===== config.mk =====
export PLATFORM = sky130hd
export DESIGN_NAME = tcp_tahoe_cwnd_update_top
export DESIGN_NICKNAME = d
export VERILOG_FILES = /design/src/rtl/core/tcu_pkg.sv /design/src/rtl/core/tcp_tahoe_cwnd_update_top.sv
export SDC_FILE = /design/constraint.sdc
export NUM_CORES = 1
export LEC_CHECK = 0
export ABC_CLOCK_PERIOD_IN_PS = 11670
export BUFFER_PORTS_ARGS = -buffer_cell sky130_fd_sc_hd__buf_2
export CAP_MARGIN = 10
export CORE_MARGIN = 5
export CORE_UTILIZATION = 45
export CTS_CLUSTER_SIZE = 30
export DETAILED_ROUTE_END_ITERATION = 8
export PLACE_DENSITY = 0.58
export SYNTH_ARGS = -nofsm -noshare
export SYNTH_HDL_FRONTEND = slang
export SYNTH_SLANG_ARGS = --single-unit

===== constraint.sdc =====
create_clock -name clk -period 11.67 [get_ports clk]
set_clock_uncertainty 0.1 [all_clocks]
set_input_delay 0 -clock clk [delete_from_list [all_inputs] [get_ports clk]]
set_output_delay 0 -clock clk [all_outputs]
set_load 0.05 [all_outputs]

===== src/rtl/core/tcu_pkg.sv =====
// ============================================================================
// TCP Tahoe congestion window update: shared package
// Beat types, event codes and reset constants for the window update block.
// ============================================================================
`default_nettype none

package tcu_pkg;

    localparam int unsigned WORD_W = 32;
    localparam int unsigned MSS_W  = 16;

    localparam logic [1:0] CMD_NEW_ACK = 2'd0;
    localparam logic [1:0] CMD_DUP_ACK = 2'd1;
    localparam logic [1:0] CMD_TIMEOUT = 2'd2;

    localparam logic [7:0]        DUP_TRIGGER = 8'd3;
    localparam logic [MSS_W-1:0]  MSS_RESET   = 16'd536;
    localparam logic [WORD_W-1:0] WORD_MAX    = 32'hFFFF_FFFF;

    typedef struct packed {
        logic [1:0]        cmd;
        logic [7:0]        dup_ack_count;
        logic [WORD_W-1:0] peer_window;
        logic              timeout_abort;
    } tcu_in_t;

    typedef struct packed {
        logic [WORD_W-1:0] cong_window;
        logic [WORD_W-1:0] slow_start_limit;
        logic              retransmit_one;
        logic              restart_timer;
        logic              try_send;
    } tcu_out_t;

endpackage

`default_nettype wire


===== src/rtl/core/tcp_tahoe_cwnd_update_top.sv =====
// ============================================================================
// TCP Tahoe congestion window update
// Keeps cwnd and ssthresh for one sender and updates them once per event.
// ============================================================================
//
//  Channel | Direction | Handshake        | Beat contents
//  --------+-----------+------------------+-------------------------------
//  in      | input     | in_valid/in_stall  | event: cmd, dup count, peer win
//  out     | output    | out_valid/out_stall| new cwnd, ssthresh, three flags
//  cfg     | input     | cfg_valid/cfg_ready| maximum segment size (16 bits)
//
// An event that needs no division goes through the decide step and then the
// output load into the output register. A new-data ACK in congestion
// avoidance goes through the decide step, the mss*mss product, the restoring
// divider (one quotient bit per cycle), the add with saturation and the output
// load, which waits while a previous result is stalled. A new event is taken as
// soon as the sequencer is idle, even while the previous result is stalled.
// Reset sets cwnd to 536, ssthresh to all ones and the MSS register to 536.
`default_nettype none

module tcp_tahoe_cwnd_update_top (
    input  wire logic              clk,
    input  wire logic              rst_n,
    input  wire logic              in_valid,
    output logic                   in_stall,
    input  wire tcu_pkg::tcu_in_t  in_data,
    output logic                   out_valid,
    input  wire logic              out_stall,
    output tcu_pkg::tcu_out_t      out_data,
    input  wire logic              cfg_valid,
    output logic                   cfg_ready,
    input  wire logic [15:0]       cfg_data
);

    import tcu_pkg::*;

    typedef enum logic [2:0] {
        S_IDLE,
        S_DECIDE,
        S_MUL,
        S_DIV,
        S_ADD,
        S_OUT
    } state_t;

    state_t            state_reg, state_next;
    tcu_in_t           item_reg, item_next;
    tcu_out_t          res_reg, res_next;
    tcu_out_t          out_reg, out_next;
    logic              out_valid_reg, out_valid_next;
    logic [MSS_W-1:0]  mss_reg, mss_next;
    logic [WORD_W-1:0] cwnd_reg, cwnd_next;
    logic [WORD_W-1:0] ssthresh_reg, ssthresh_next;
    logic [WORD_W-1:0] quo_reg, quo_next;
    logic [WORD_W-1:0] rem_reg, rem_next;
    logic [WORD_W-1:0] div_reg, div_next;
    logic [4:0]        cnt_reg, cnt_next;

    logic [WORD_W:0]   rem_shift;
    logic [WORD_W:0]   rem_diff;
    logic [WORD_W-1:0] flight;
    logic [WORD_W-1:0] half;
    logic [WORD_W-1:0] floor2;
    logic [WORD_W-1:0] thresh_loss;
    logic [WORD_W-1:0] incr;
    logic [WORD_W:0]   grow_sum;
    logic [WORD_W-1:0] grow_sat;
    logic [WORD_W:0]   ss_sum;
    logic [WORD_W-1:0] ss_sat;
    logic              out_free;

    assign in_stall  = (state_reg != S_IDLE);
    assign cfg_ready = 1'b1;
    assign out_valid = out_valid_reg;
    assign out_data  = out_reg;
    assign out_free  = !out_valid_reg || !out_stall;

    // One restoring divider step: shift in the next dividend bit, try to subtract.
    assign rem_shift = {rem_reg, quo_reg[WORD_W-1]};
    assign rem_diff  = rem_shift - {1'b0, div_reg};

    // Threshold after a loss: max(min(cwnd, peer)/2, 2*mss).
    assign flight      = (cwnd_reg < item_reg.peer_window) ? cwnd_reg : item_reg.peer_window;
    assign half        = {1'b0, flight[WORD_W-1:1]};
    assign floor2      = {{(WORD_W-MSS_W-1){1'b0}}, mss_reg, 1'b0};
    assign thresh_loss = (half > floor2) ? half : floor2;

    assign ss_sum = {1'b0, cwnd_reg} + {{(WORD_W-MSS_W+1){1'b0}}, mss_reg};
    assign ss_sat = ss_sum[WORD_W] ? WORD_MAX : ss_sum[WORD_W-1:0];

    assign incr     = (quo_reg == '0) ? {{(WORD_W-1){1'b0}}, 1'b1} : quo_reg;
    assign grow_sum = {1'b0, cwnd_reg} + {1'b0, incr};
    assign grow_sat = grow_sum[WORD_W] ? WORD_MAX : grow_sum[WORD_W-1:0];

    always_comb
    begin
        state_next     = state_reg;
        item_next      = item_reg;
        res_next       = res_reg;
        out_next       = out_reg;
        out_valid_next = out_valid_reg;
        mss_next       = mss_reg;
        cwnd_next      = cwnd_reg;
        ssthresh_next  = ssthresh_reg;
        quo_next       = quo_reg;
        rem_next       = rem_reg;
        div_next       = div_reg;
        cnt_next       = cnt_reg;

        if (out_valid_reg && !out_stall)
        begin
            out_valid_next = 1'b0;
        end

        if (cfg_valid)
        begin
            mss_next = cfg_data;
        end

        case (state_reg)
            S_IDLE:
            begin
                if (in_valid)
                begin
                    item_next  = in_data;
                    state_next = S_DECIDE;
                end
            end

            S_DECIDE:
            begin
                res_next.cong_window      = cwnd_reg;
                res_next.slow_start_limit = ssthresh_reg;
                res_next.retransmit_one   = 1'b0;
                res_next.restart_timer    = 1'b0;
                res_next.try_send         = 1'b0;
                state_next                = S_OUT;
                case (item_reg.cmd)
                    CMD_NEW_ACK:
                    begin
                        res_next.try_send = 1'b1;
                        if (cwnd_reg < ssthresh_reg)
                        begin
                            res_next.cong_window = ss_sat;
                        end
                        else
                        begin
                            state_next = S_MUL;
                        end
                    end
                    CMD_DUP_ACK:
                    begin
                        if (item_reg.dup_ack_count == DUP_TRIGGER)
                        begin
                            res_next.cong_window      = {{(WORD_W-MSS_W){1'b0}}, mss_reg};
                            res_next.slow_start_limit = thresh_loss;
                            res_next.retransmit_one   = 1'b1;
                            res_next.restart_timer    = 1'b1;
                        end
                    end
                    CMD_TIMEOUT:
                    begin
                        if (!item_reg.timeout_abort)
                        begin
                            res_next.cong_window      = {{(WORD_W-MSS_W){1'b0}}, mss_reg};
                            res_next.slow_start_limit = thresh_loss;
                            res_next.retransmit_one   = 1'b1;
                        end
                    end
                    default:
                    begin
                    end
                endcase
            end

            S_MUL:
            begin
                quo_next   = {{(WORD_W-MSS_W){1'b0}}, mss_reg}
                             * {{(WORD_W-MSS_W){1'b0}}, mss_reg};
                rem_next   = '0;
                div_next   = (cwnd_reg == '0) ? {{(WORD_W-1){1'b0}}, 1'b1} : cwnd_reg;
                cnt_next   = '0;
                state_next = S_DIV;
            end

            S_DIV:
            begin
                if (!rem_diff[WORD_W])
                begin
                    rem_next = rem_diff[WORD_W-1:0];
                    quo_next = {quo_reg[WORD_W-2:0], 1'b1};
                end
                else
                begin
                    rem_next = rem_shift[WORD_W-1:0];
                    quo_next = {quo_reg[WORD_W-2:0], 1'b0};
                end
                cnt_next = cnt_reg + 5'd1;
                if (cnt_reg == 5'd31)
                begin
                    state_next = S_ADD;
                end
            end

            S_ADD:
            begin
                res_next.cong_window = grow_sat;
                state_next           = S_OUT;
            end

            S_OUT:
            begin
                if (out_free)
                begin
                    out_next       = res_reg;
                    out_valid_next = 1'b1;
                    cwnd_next      = res_reg.cong_window;
                    ssthresh_next  = res_reg.slow_start_limit;
                    state_next     = S_IDLE;
                end
            end

            default:
            begin
                state_next = S_IDLE;
            end
        endcase
    end

    always_ff @(posedge clk or negedge rst_n)
    begin
        if (!rst_n)
        begin
            state_reg     <= S_IDLE;
            item_reg      <= '0;
            res_reg       <= '0;
            out_reg       <= '0;
            out_valid_reg <= 1'b0;
            mss_reg       <= MSS_RESET;
            cwnd_reg      <= {{(WORD_W-MSS_W){1'b0}}, MSS_RESET};
            ssthresh_reg  <= WORD_MAX;
            quo_reg       <= '0;
            rem_reg       <= '0;
            div_reg       <= '0;
            cnt_reg       <= '0;
        end
        else
        begin
            state_reg     <= state_next;
            item_reg      <= item_next;
            res_reg       <= res_next;
            out_reg       <= out_next;
            out_valid_reg <= out_valid_next;
            mss_reg       <= mss_next;
            cwnd_reg      <= cwnd_next;
            ssthresh_reg  <= ssthresh_next;
            quo_reg       <= quo_next;
            rem_reg       <= rem_next;
            div_reg       <= div_next;
            cnt_reg       <= cnt_next;
        end
    end

endmodule

`default_nettype wire

==> results.md, run 1 <==
* Outcome: complete, but fails checks
* Failing checks: negative hold slack
* Root Buffer: clkbuf_16
* Setup tns final at 0 ps
* Sequential area share after synthesis at 29.58%
* Maximum clock path buffer count at 3
* Main synth FF type: dfrtp_1
* RSZ-0062 raised after global routing: no
* Grt ovf at 0
* Ys async rst share at 100.0%
* Dpl hpwl at 67.68 mm
* H-tree levels at 2
* Starting Density at 45.16%
* Final #Nets at 3,919
* Complex-gate fraction of the synthesized area at 17.53%
* Worst min-delay path class: in2async
* Post-cts sizing count at 0
* Number of flops mapped to enable cells by yosys at 0
* Synth Area in XOR/XNOR at 3.118%
* Met3 routed WL at 6.088 mm
* Die area at 68,070 um^2
* Final period utilization at 65.41%
* Mux cell area share after synthesis at 2.067%
* First-pass GRT wire length at 144.9 mm
* Most frequent cells in the layout: nand2_1, inv_1, dfrtp_1
* Fin. max-slew vios at 0
* Crit-path max FO at 17
* Met2 WL at 43.46 mm
* Post-synth top area share at 26.06%
* Fmax at 131.0 MHz
* Cell row count at 92
* Share of layout cells above drive strength 1 at 9.630%
* Synth unique cells at 79
* Syn_nets at 3,815
* Worst Setup Path Type: reg2reg
* IO Count at 134
* Largest area contributor in the netlist: dfrtp_1
* Clock sink total at 333
* Vias per cell at 5.733
* Area delta synth->final at 12.84%
* Min Hold Slack at -11.18 ps
* Vias in the first global route at 24,980
* Worst skew pair latency at 580 ps
* Vias at 24,680
* Required time of the worst setup path at 12,020 ps
* Gpl congestion at 0.9056
* Post-Route WL at 93.05 mm
* Cells after synthesis at 3,319
* Tot GR Track Use at 27.07%
* Initial antenna violation count at 0
* Diode count at 0
* Flops & latches, synth at 333
* CTS tree: built
* Max-Cap Viols at 0
* Startpoint class of the critical path: register
* Max-slew headroom at 17.26%
* Inserted Clock Buffers at 43
* Synth warn at 0
* Initial drt markers at 1,951
* Met1 WL at 40.48 mm
* Post-CTS Hold Buffers at 94
* Largest family of logic cells by synthesized area: adder cells
* Area share of fa/ha/maj cells after synthesis at 23.45%
* Setup Buffers After CTS at 0
* Worst-margin pin slew at 1217 ps
* Final hold viol count at 3
* Clock-pin transition on the worst setup and hold timing paths at 60 ps
* Pre-Repair DR Iteration Count at 5
* CP Capture Type: register
* DR DRC count at 0
* IO Port Bufs at 132
* Wire length per cell at 21.62 um
* Die Span X at 260.9 um
* Post-route ant nets at 0
* Largest net degree at the start of global routing at 148
* Max layer used: met4
* Post-synthesis simple-gate area fraction at 15.78%
* Most area-consuming cells after synthesis: dfrtp_1, ha_1, fa_1
* Avg Cell Area, Syn at 8.535 um^2
* Setup violators final at 0
* Netlist Area Pre-Place at 28,330 um^2
* Final worst path period need at 7633 ps
* Core area at 62,740 um^2
* CP arrival at 7980 ps
* Commonest non-fill, non-tap cell in the layout: nand2_1
* Die height at 260.9 um
worst paths after layout:
kind,start,to,slack [ps],depth (start not counted)
worst max-delay path,mss_reg[0],quo_reg[30],4040,21
worst max register to register,mss_reg[0],quo_reg[30],4040,21
worst min register to register,out_data[14],out_data[14],370,2
max in group asynchronous,rst_n,out_data[48],9860,3
worst min-delay path,rst_n,out_data[30],-10,2
min in group clk,in_data[9],item_reg[9],70,4
layer usage:
layer / global-route usage, % / vias up
met3: 3.812 / 181
met1: 36.90 / 12120
met5: 0 / -
met2: 44.83 / 894
li1: - / 11480
met4: 8.688 / 0
layout make-up:
cell class / count / area [um^2]
Sequential cell: 333 / 8382
Timing Repair Buffer: 265 / 1917
Tap cell: 846 / 1059
Multi-Input combinational cell: 2385 / 17620
Clock inverter: 15 / 225.2
Inverter: 395 / 1483
Fill cell: 5843 / 30770
Clock buffer: 65 / 1281
critical path, cell delays in order (launching register included):
cell and delay [ps]:
dfrtp_1 690, clkinv_1 730, nor2_1 530, xnor2_1 120, ha_1 210, a31o_2 230
fa_1 490, fa_1 410, fa_1 550, fa_1 560, inv_1 60, fa_1 520
inv_1 40, ha_1 360, a211oi_1 370, nand2_1 100, a311o_1 320, nand2_1 210
o221ai_1 170, o41ai_1 380, mux2i_1 260, nand3_1 80
cell usage after synthesis, types with 20 or more instances:
master	count
fa_1	165
mux2i_1	45
a21o_1	55
a22oi_1	38
dfrtp_1	295
xor2_1	26
o2111ai_1	23
a21oi_1	146
o21a_1	28
o21ai_0	271
ha_1	267
nor2b_1	21
a31oi_1	21
nand3_1	86
nand2_1	544
inv_1	385
xnor2_1	73
buf_4	32
nor2_1	169
nand4_1	35
nor4_1	23
clkbuf_1	153
o211ai_1	33
dfstp_2	38
nor3_1	47
a211oi_1	29
nand3b_1	20
stage by stage:
stage,hold slack (ps),setup slack [ps],cells,cell area (um^2),util (%)
after global placement,73.44,4168,4130,29520,47.05
after global routing,74.95,3654,4304,31970,50.96
after detailed placement,78.15,4102,4130,29520,47.05
final,-11.18,4037,4304,31970,50.96
after floorplan,-395.6,5257,3319,28330,-
after CTS,51.65,4023,4304,31970,50.96
cell families after synthesis:
group,count (synthesis)
buffers and inverters,601
multiplexers,57
AO/OA/AOI/OAI,781
AND/OR/NAND/NOR,1014
XOR/XNOR,100
flip-flops,333
other,1
adder cells (fa/ha/maj),432
Power of run 1 is left out: the tool's default activity adds up to more than one toggle a clock period on the data nets, which glitch-free logic cannot reach.
==> inputs of run 2 (changes only) <==
--- a/config.mk
+++ b/config.mk
@@ -5,14 +5,14 @@
 export SDC_FILE = /design/constraint.sdc
 export NUM_CORES = 1
 export LEC_CHECK = 0
-export ABC_CLOCK_PERIOD_IN_PS = 11670
+export ABC_CLOCK_PERIOD_IN_PS = 6400
 export BUFFER_PORTS_ARGS = -buffer_cell sky130_fd_sc_hd__buf_2
 export CAP_MARGIN = 10
 export CORE_MARGIN = 5
 export CORE_UTILIZATION = 45
 export CTS_CLUSTER_SIZE = 30
 export DETAILED_ROUTE_END_ITERATION = 8
-export PLACE_DENSITY = 0.58
+export PLACE_DENSITY = 0.61
 export SYNTH_ARGS = -nofsm -noshare
 export SYNTH_HDL_FRONTEND = slang
 export SYNTH_SLANG_ARGS = --single-unit
==> constraint.sdc (replaced) <==
create_clock -name clk -period 6.4 [get_ports clk]
set_clock_uncertainty 0.1 [all_clocks]
set_input_delay 0 -clock clk [delete_from_list [all_inputs] [get_ports clk]]
set_output_delay 0 -clock clk [all_outputs]
set_load 0.05 [all_outputs]
==> results.md, run 2 (same netlist as run 1, synthesis figures left out) <==
* Outcome: complete, no violations
* IO Count at 134 (unchanged)
* Critical Path Slowest Stage Cell: fa_1
* Die height at 260.9 um (unchanged)
* Final worst path period need at 6261 ps (-1372 ps)
* Final WS setup at 139.5 ps (-3898 ps)
* Startpoint class of the critical path: register
* Starting Density at 45.16% (unchanged)
* Initial drt markers at 1,801 (-7.7%)
* Critical Path Max Stage Delay at 610 ps (-120 ps)
* Crit-path max FO at 8 (-9)
* Inserted Clock Buffers at 41 (-4.7%)
* M2 GR Usage at 44.19% (-0.65 points)
* Min Hold Slack at 65.45 ps (+76.63 ps)
* CP Capture Type: register
* Worst min-delay path class: in2reg
* First-pass GRT wire length at 141.2 mm (-2.5%)
* Crit path buf inv count at 4 (+1)
* Die area at 68,070 um^2 (unchanged)
* Most frequent cells in the layout: nand2_1, inv_1, dfrtp_1
* Crit path top cell by count: fa_1
* Required time of the worst setup path at 6730 ps (-5290 ps)
* Pre-Repair DR Iteration Count at 6 (+1)
* Worst skew pair latency at 580 ps (about the same)
* Max-Cap Viols at 0 (unchanged)
* Wire length per cell at 20.63 um (-4.6%)
* Clock sink total at 333 (unchanged)
* IO Port Bufs at 132 (unchanged)
* Worst-margin pin slew at 1072 ps (-145.4 ps)
* Place WS at -118.1 ps (-4221 ps)
* GRT busiest layer: met2
* Commonest non-fill, non-tap cell in the layout: nand2_1
* Clock-pin transition on the worst setup and hold timing paths at 60 ps (about the same)
* Grt met1 use at 34.90% (-2.0 points)
* Final hold viol count at 0 (-3)
* Critical path's top delay family: adder cells
* Met3 Use GR at 3.841% (+0.029 points)
* Core area at 62,740 um^2 (unchanged)
* Crit path depth at 21 (unchanged)
* CTS tree: built
* Post-route ant nets at 0 (unchanged)
* Setup violators final at 0 (unchanged)
* Vias at 24,980 (+1.2%)
* Fmax at 159.7 MHz (+22%)
* Final Core Density at 52.25% (+1.3 points)
* CP Cell Sequence: buf_6 > nand2_1 > fa_1 > inv_1 > fa_1 > inv_1 > fa_1 > inv_1 > fa_1 > fa_1 > ha_1 > ha_1 > a21o_1 > a21o_1 > o21bai_1 > a21o_1 > a21oi_4 > o221ai_4 > o41ai_2 > mux2i_1 > nand3_1
* Grt ovf at 0 (unchanged)
* Initial antenna violation count at 1 (+1)
* Fin. max-slew vios at 0 (unchanged)
* Share of layout cells above drive strength 1 at 13.24% (+3.6 points)
* Vias in the first global route at 25,090 (+0.46%)
* Largest net degree at the start of global routing at 139 (-6.1%)
* Hold Path Depth at 4
* Maximum clock path buffer count at 3 (unchanged)
* H-tree levels at 2 (unchanged)
* Root Buffer: clkbuf_16
* Final #Nets at 3,998 (+2.0%)
* CP arrival at 6600 ps (-1380 ps)
* Final period utilization at 97.82% (+32 points)
* DR DRC count at 0 (unchanged)
* Worst Setup Path Type: reg2reg
* Tot GR Track Use at 26.05% (-1.0 points)
* Post-Route WL at 90.36 mm (-2.9%)
* R2R cell count at 21 (unchanged)
* Max-slew headroom at 28.40% (+11 points)
* Dpl hpwl at 66.90 mm (-1.2%)
* Vias per cell at 5.703 (-0.53%)
* Area delta synth->final at 15.71%
* Die Span X at 260.9 um (unchanged)
* Cell row count at 92 (unchanged)
* Diode count at 0 (unchanged)
* Gpl congestion at 0.9095 (+0.43%)
run 2: changes by cell type in the layout (fill, tap and decap cells not counted), moves of 8 or more:
cell	previous run	this run
clkbuf_1	12	4
clkinvlp_4	1	9
buf_4	38	107
dfrtp_2	1	10
ha_1	267	259
dfrtp_1	294	285
nor2_1	166	155
nor2_2	3	13
run 2: worst reg2reg max path: stages, from the launching register on:
cell and delay, ps:
dfstp_2 560, buf_6 190, nand2_1 130, fa_1 610, inv_1 70, fa_1 500, inv_1 50, fa_1 540
inv_1 50, fa_1 490, fa_1 450, ha_1 300, ha_1 300, a21o_1 200, a21o_1 190, o21bai_1 150
a21o_1 210, a21oi_4 170, o221ai_4 140, o41ai_2 400, mux2i_1 250, nand3_1 80
run 2: repair_timing:
action | CTS | global route
hold endpoints to repair | 256 | 0
pin swaps | 0 | 23
hold buffers | 96 | 0
gates resized for setup | 3 | 69
setup endpoints to repair | 2 | 14
buffers inserted | 0 | 14
run 2: path summary, 6_finish.rpt:
| path | slack (ps) | end | startpoint |
|---|---|---|---|
| max | 140 | quo_reg[30] | mss_reg[9] |
| min | 70 | item_reg[31] | in_data[31] |
| max reg2reg | 140 | quo_reg[30] | mss_reg[9] |
| min reg2reg | 360 | out_data[66] | res_reg[66] |
| max in group asynchronous | 4690 | quo_reg[2] | rst_n |
| min in group asynchronous | 470 | ssthresh_reg[27] | rst_n |
run 2: per-stage QoR:
step,instances,area (um^2),setup TNS [ps]
5_1_grt,4380,32780,-181.7
3_3_place_gp,4195,30050,0
3_5_place_dp,4195,30050,-122.1
2_1_floorplan,3319,28330,0
6_report,4380,32780,0
4_1_cts,4366,32420,0
run 2: area by class of cell:
| cell class | instances | area (um^2) |
|---|---|---|
| inverter | 395 | 1494 |
| timing repair buffer | 346 | 2628 |
| tap | 846 | 1059 |
| fill | 5763 | 29960 |
| clock buffer | 54 | 1165 |
| multi-input combinational | 2385 | 17820 |
| sequential | 333 | 8393 |
| clock inverter | 21 | 217.7 |
run 2: per-layer routing:
| metal | share of wire (%) | wire [um] | up-vias |
|---|---|---|---|
| li1 | - | - | 11650 |
| met1 | 42 | 38200 | 12340 |
| met2 | 48 | 43410 | 827 |
| met3 | 6.6 | 5963 | 164 |
| met4 | 3.1 | 2793 | 0 |
| met5 | 0 | 0 | - |
Power of run 2 is left out for the same reason.
==> inputs of run 3 (changes only) <==
--- a/config.mk
+++ b/config.mk
@@ -12,7 +12,6 @@
 export CORE_UTILIZATION = 45
 export CTS_CLUSTER_SIZE = 30
 export DETAILED_ROUTE_END_ITERATION = 8
-export PLACE_DENSITY = 0.61
 export SYNTH_ARGS = -nofsm -noshare
 export SYNTH_HDL_FRONTEND = slang
 export SYNTH_SLANG_ARGS = --single-unit
==> results.md, run 3 (same netlist as run 1, synthesis figures left out) <==
* Tot GR Track Use at 25.87% (-0.18 points)
* DR DRC count at 0 (unchanged)
* Final worst path period need at 6176 ps (-84.05 ps)
* Core area at 62,740 um^2 (unchanged)
* Worst skew pair latency at 590 ps (about the same)
* Wire length per cell at 20.44 um (-0.91%)
* R2R cell count at 23 (+9.5%)
* Area delta synth->final at 15.86%
* Most frequent cells in the layout: nand2_1, inv_1, dfrtp_1
* Required time of the worst setup path at 6700 ps (-30 ps)
* First-pass GRT wire length at 140.7 mm (-0.34%)
* Final WS setup at 223.5 ps (+84.05 ps)
* Die height at 260.9 um (unchanged)
* Placed instance count at 4,206 (+0.26%)
* Startpoint class of the critical path: register
* Vias per cell at 5.677 (-0.46%)
* Outcome: complete, no violations
* Initial antenna violation count at 3 (+2)
* Clock-pin transition on the worst setup and hold timing paths at 60 ps (about the same)
* Max-slew headroom at 26.17% (-2.2 points)
* Largest net degree at the start of global routing at 157 (+13%)
* Pre-Repair DR Iteration Count at 6 (unchanged)
* Fin. max-slew vios at 0 (unchanged)
* Critical Path Max Stage Delay at 540 ps (-70 ps)
* Grt ovf at 0 (unchanged)
* Share of layout cells above drive strength 1 at 12.96% (-0.28 points)
* Fmax at 161.9 MHz (+1.4%)
* Dpl hpwl at 66.23 mm (-1.0%)
* Place WS at -160.8 ps (-42.67 ps)
* Crit path top cell by count: fa_1
* CP arrival at 6480 ps (-120 ps)
* Die Span X at 260.9 um (unchanged)
* Critical Path Slowest Stage Cell: fa_1
* Clock sink total at 333 (unchanged)
* Fin cells at 4,389 (+0.21%)
* IO Count at 134 (unchanged)
* Gpl congestion at 0.9256 (+1.8%)
* Vias in the first global route at 25,340 (+0.98%)
* Root Buffer: clkbuf_16
* Cell row count at 92 (unchanged)
* Min Hold Slack at 77.69 ps (+12.24 ps)
* Die area at 68,070 um^2 (unchanged)
* Starting Density at 45.16% (unchanged)
* CTS tree: built
* CP Cell Sequence: buf_4 > nand2_2 > inv_2 > fa_1 > inv_1 > fa_1 > inv_1 > fa_1 > fa_1 > fa_1 > inv_1 > fa_1 > inv_1 > ha_4 > nand2_2 > nor3_4 > a31oi_4 > o31a_1 > o2111ai_1 > nand2_1 > xnor2_1 > o21ai_0 > a21boi_0
* IO Port Bufs at 132 (unchanged)
* Final hold viol count at 0 (unchanged)
* Final period utilization at 96.51% (-1.3 points)
* Final #Nets at 4,009 (+0.28%)
* Max-Cap Viols at 0 (unchanged)
* H-tree levels at 2 (unchanged)
* Vias at 24,920 (-0.25%)
* Commonest non-fill, non-tap cell in the layout: nand2_1
* Post-route ant nets at 0 (unchanged)
* Initial drt markers at 1,742 (-3.3%)
* CP Capture Type: register
* Setup violators final at 0 (unchanged)
* Crit-path max FO at 6 (-2)
* Maximum clock path buffer count at 3 (unchanged)
* Worst min-delay path class: in2reg
* Post-Route WL at 89.73 mm (-0.70%)
* Worst Setup Path Type: reg2reg
* Filler cells at 5,766 (+0.052%)
* Hold Path Depth at 4 (unchanged)
* Worst-margin pin slew at 1108 ps (+35.90 ps)
* Inserted Clock Buffers at 40 (-2.4%)
## run 3: worst paths after layout
| check | from | end | slack, ps |
|---|---|---|---|
| max | mss_reg[8] | quo_reg[31] | 220 |
| min | in_data[10] | item_reg[10] | 80 |
| max reg2reg | mss_reg[8] | quo_reg[31] | 220 |
| min reg2reg | out_data[14] | out_data[14] | 370 |
| max in group asynchronous | rst_n | mss_reg[11] | 4180 |
| min in group asynchronous | rst_n | res_reg[27] | 480 |
## run 3: cell type report
| cell class | count | area (um^2) | area share [%] |
|---|---|---|---|
| repair buffers | 358 | 2688 | 8.189 |
| multi-input cells | 2385 | 17840 | 54.35 |
| clock inverters | 12 | 203.9 | 0.6214 |
| diodes | 1 | 2.502 | 0.007625 |
| inverters | 395 | 1490 | 4.540 |
| flip-flops and latches | 333 | 8388 | 25.56 |
| clock buffers | 59 | 1152 | 3.511 |
| well taps | 846 | 1059 | 3.225 |
## run 3: repair_timing
item                       4_1_cts  5_1_grt
hold buffers                    96        0
setup buffers                    0       16
setup endpoints to repair        8       13
pin swaps                        1       30
gates resized for setup          1       64
hold endpoints to repair       200        0
## run 3: critical path: cells and delay by family, from the launching register on
family	cells	cell delay [ps]
AOI/OAI and AO/OA	5	990
xor gates and xnor gates	1	150
adders and majority gates	7	3370
buffers and inverters	6	450
DFF	1	480
and+or+nand+nor	4	480
## run 3: through the flow
stage          area [um^2]  util, %  TNS (ps)
4_1_cts              32440    51.72         0
2_1_floorplan        28330        -         0
3_5_place_dp         30130    48.02    -598.9
3_3_place_gp         30130    48.02    -237.2
6_report             32820    52.32         0
5_1_grt              32820    52.31    -49.53
## run 3: routing by layer
layer,vias up,global-route usage [%],part of all wire (%)
li1,11650,-,-
met1,12260,33.95,42
met2,820,44.94,49
met3,180,3.647,6.0
met4,4,7.176,3.0
met5,-,0,0.038
Power of run 3 is left out for the same reason.
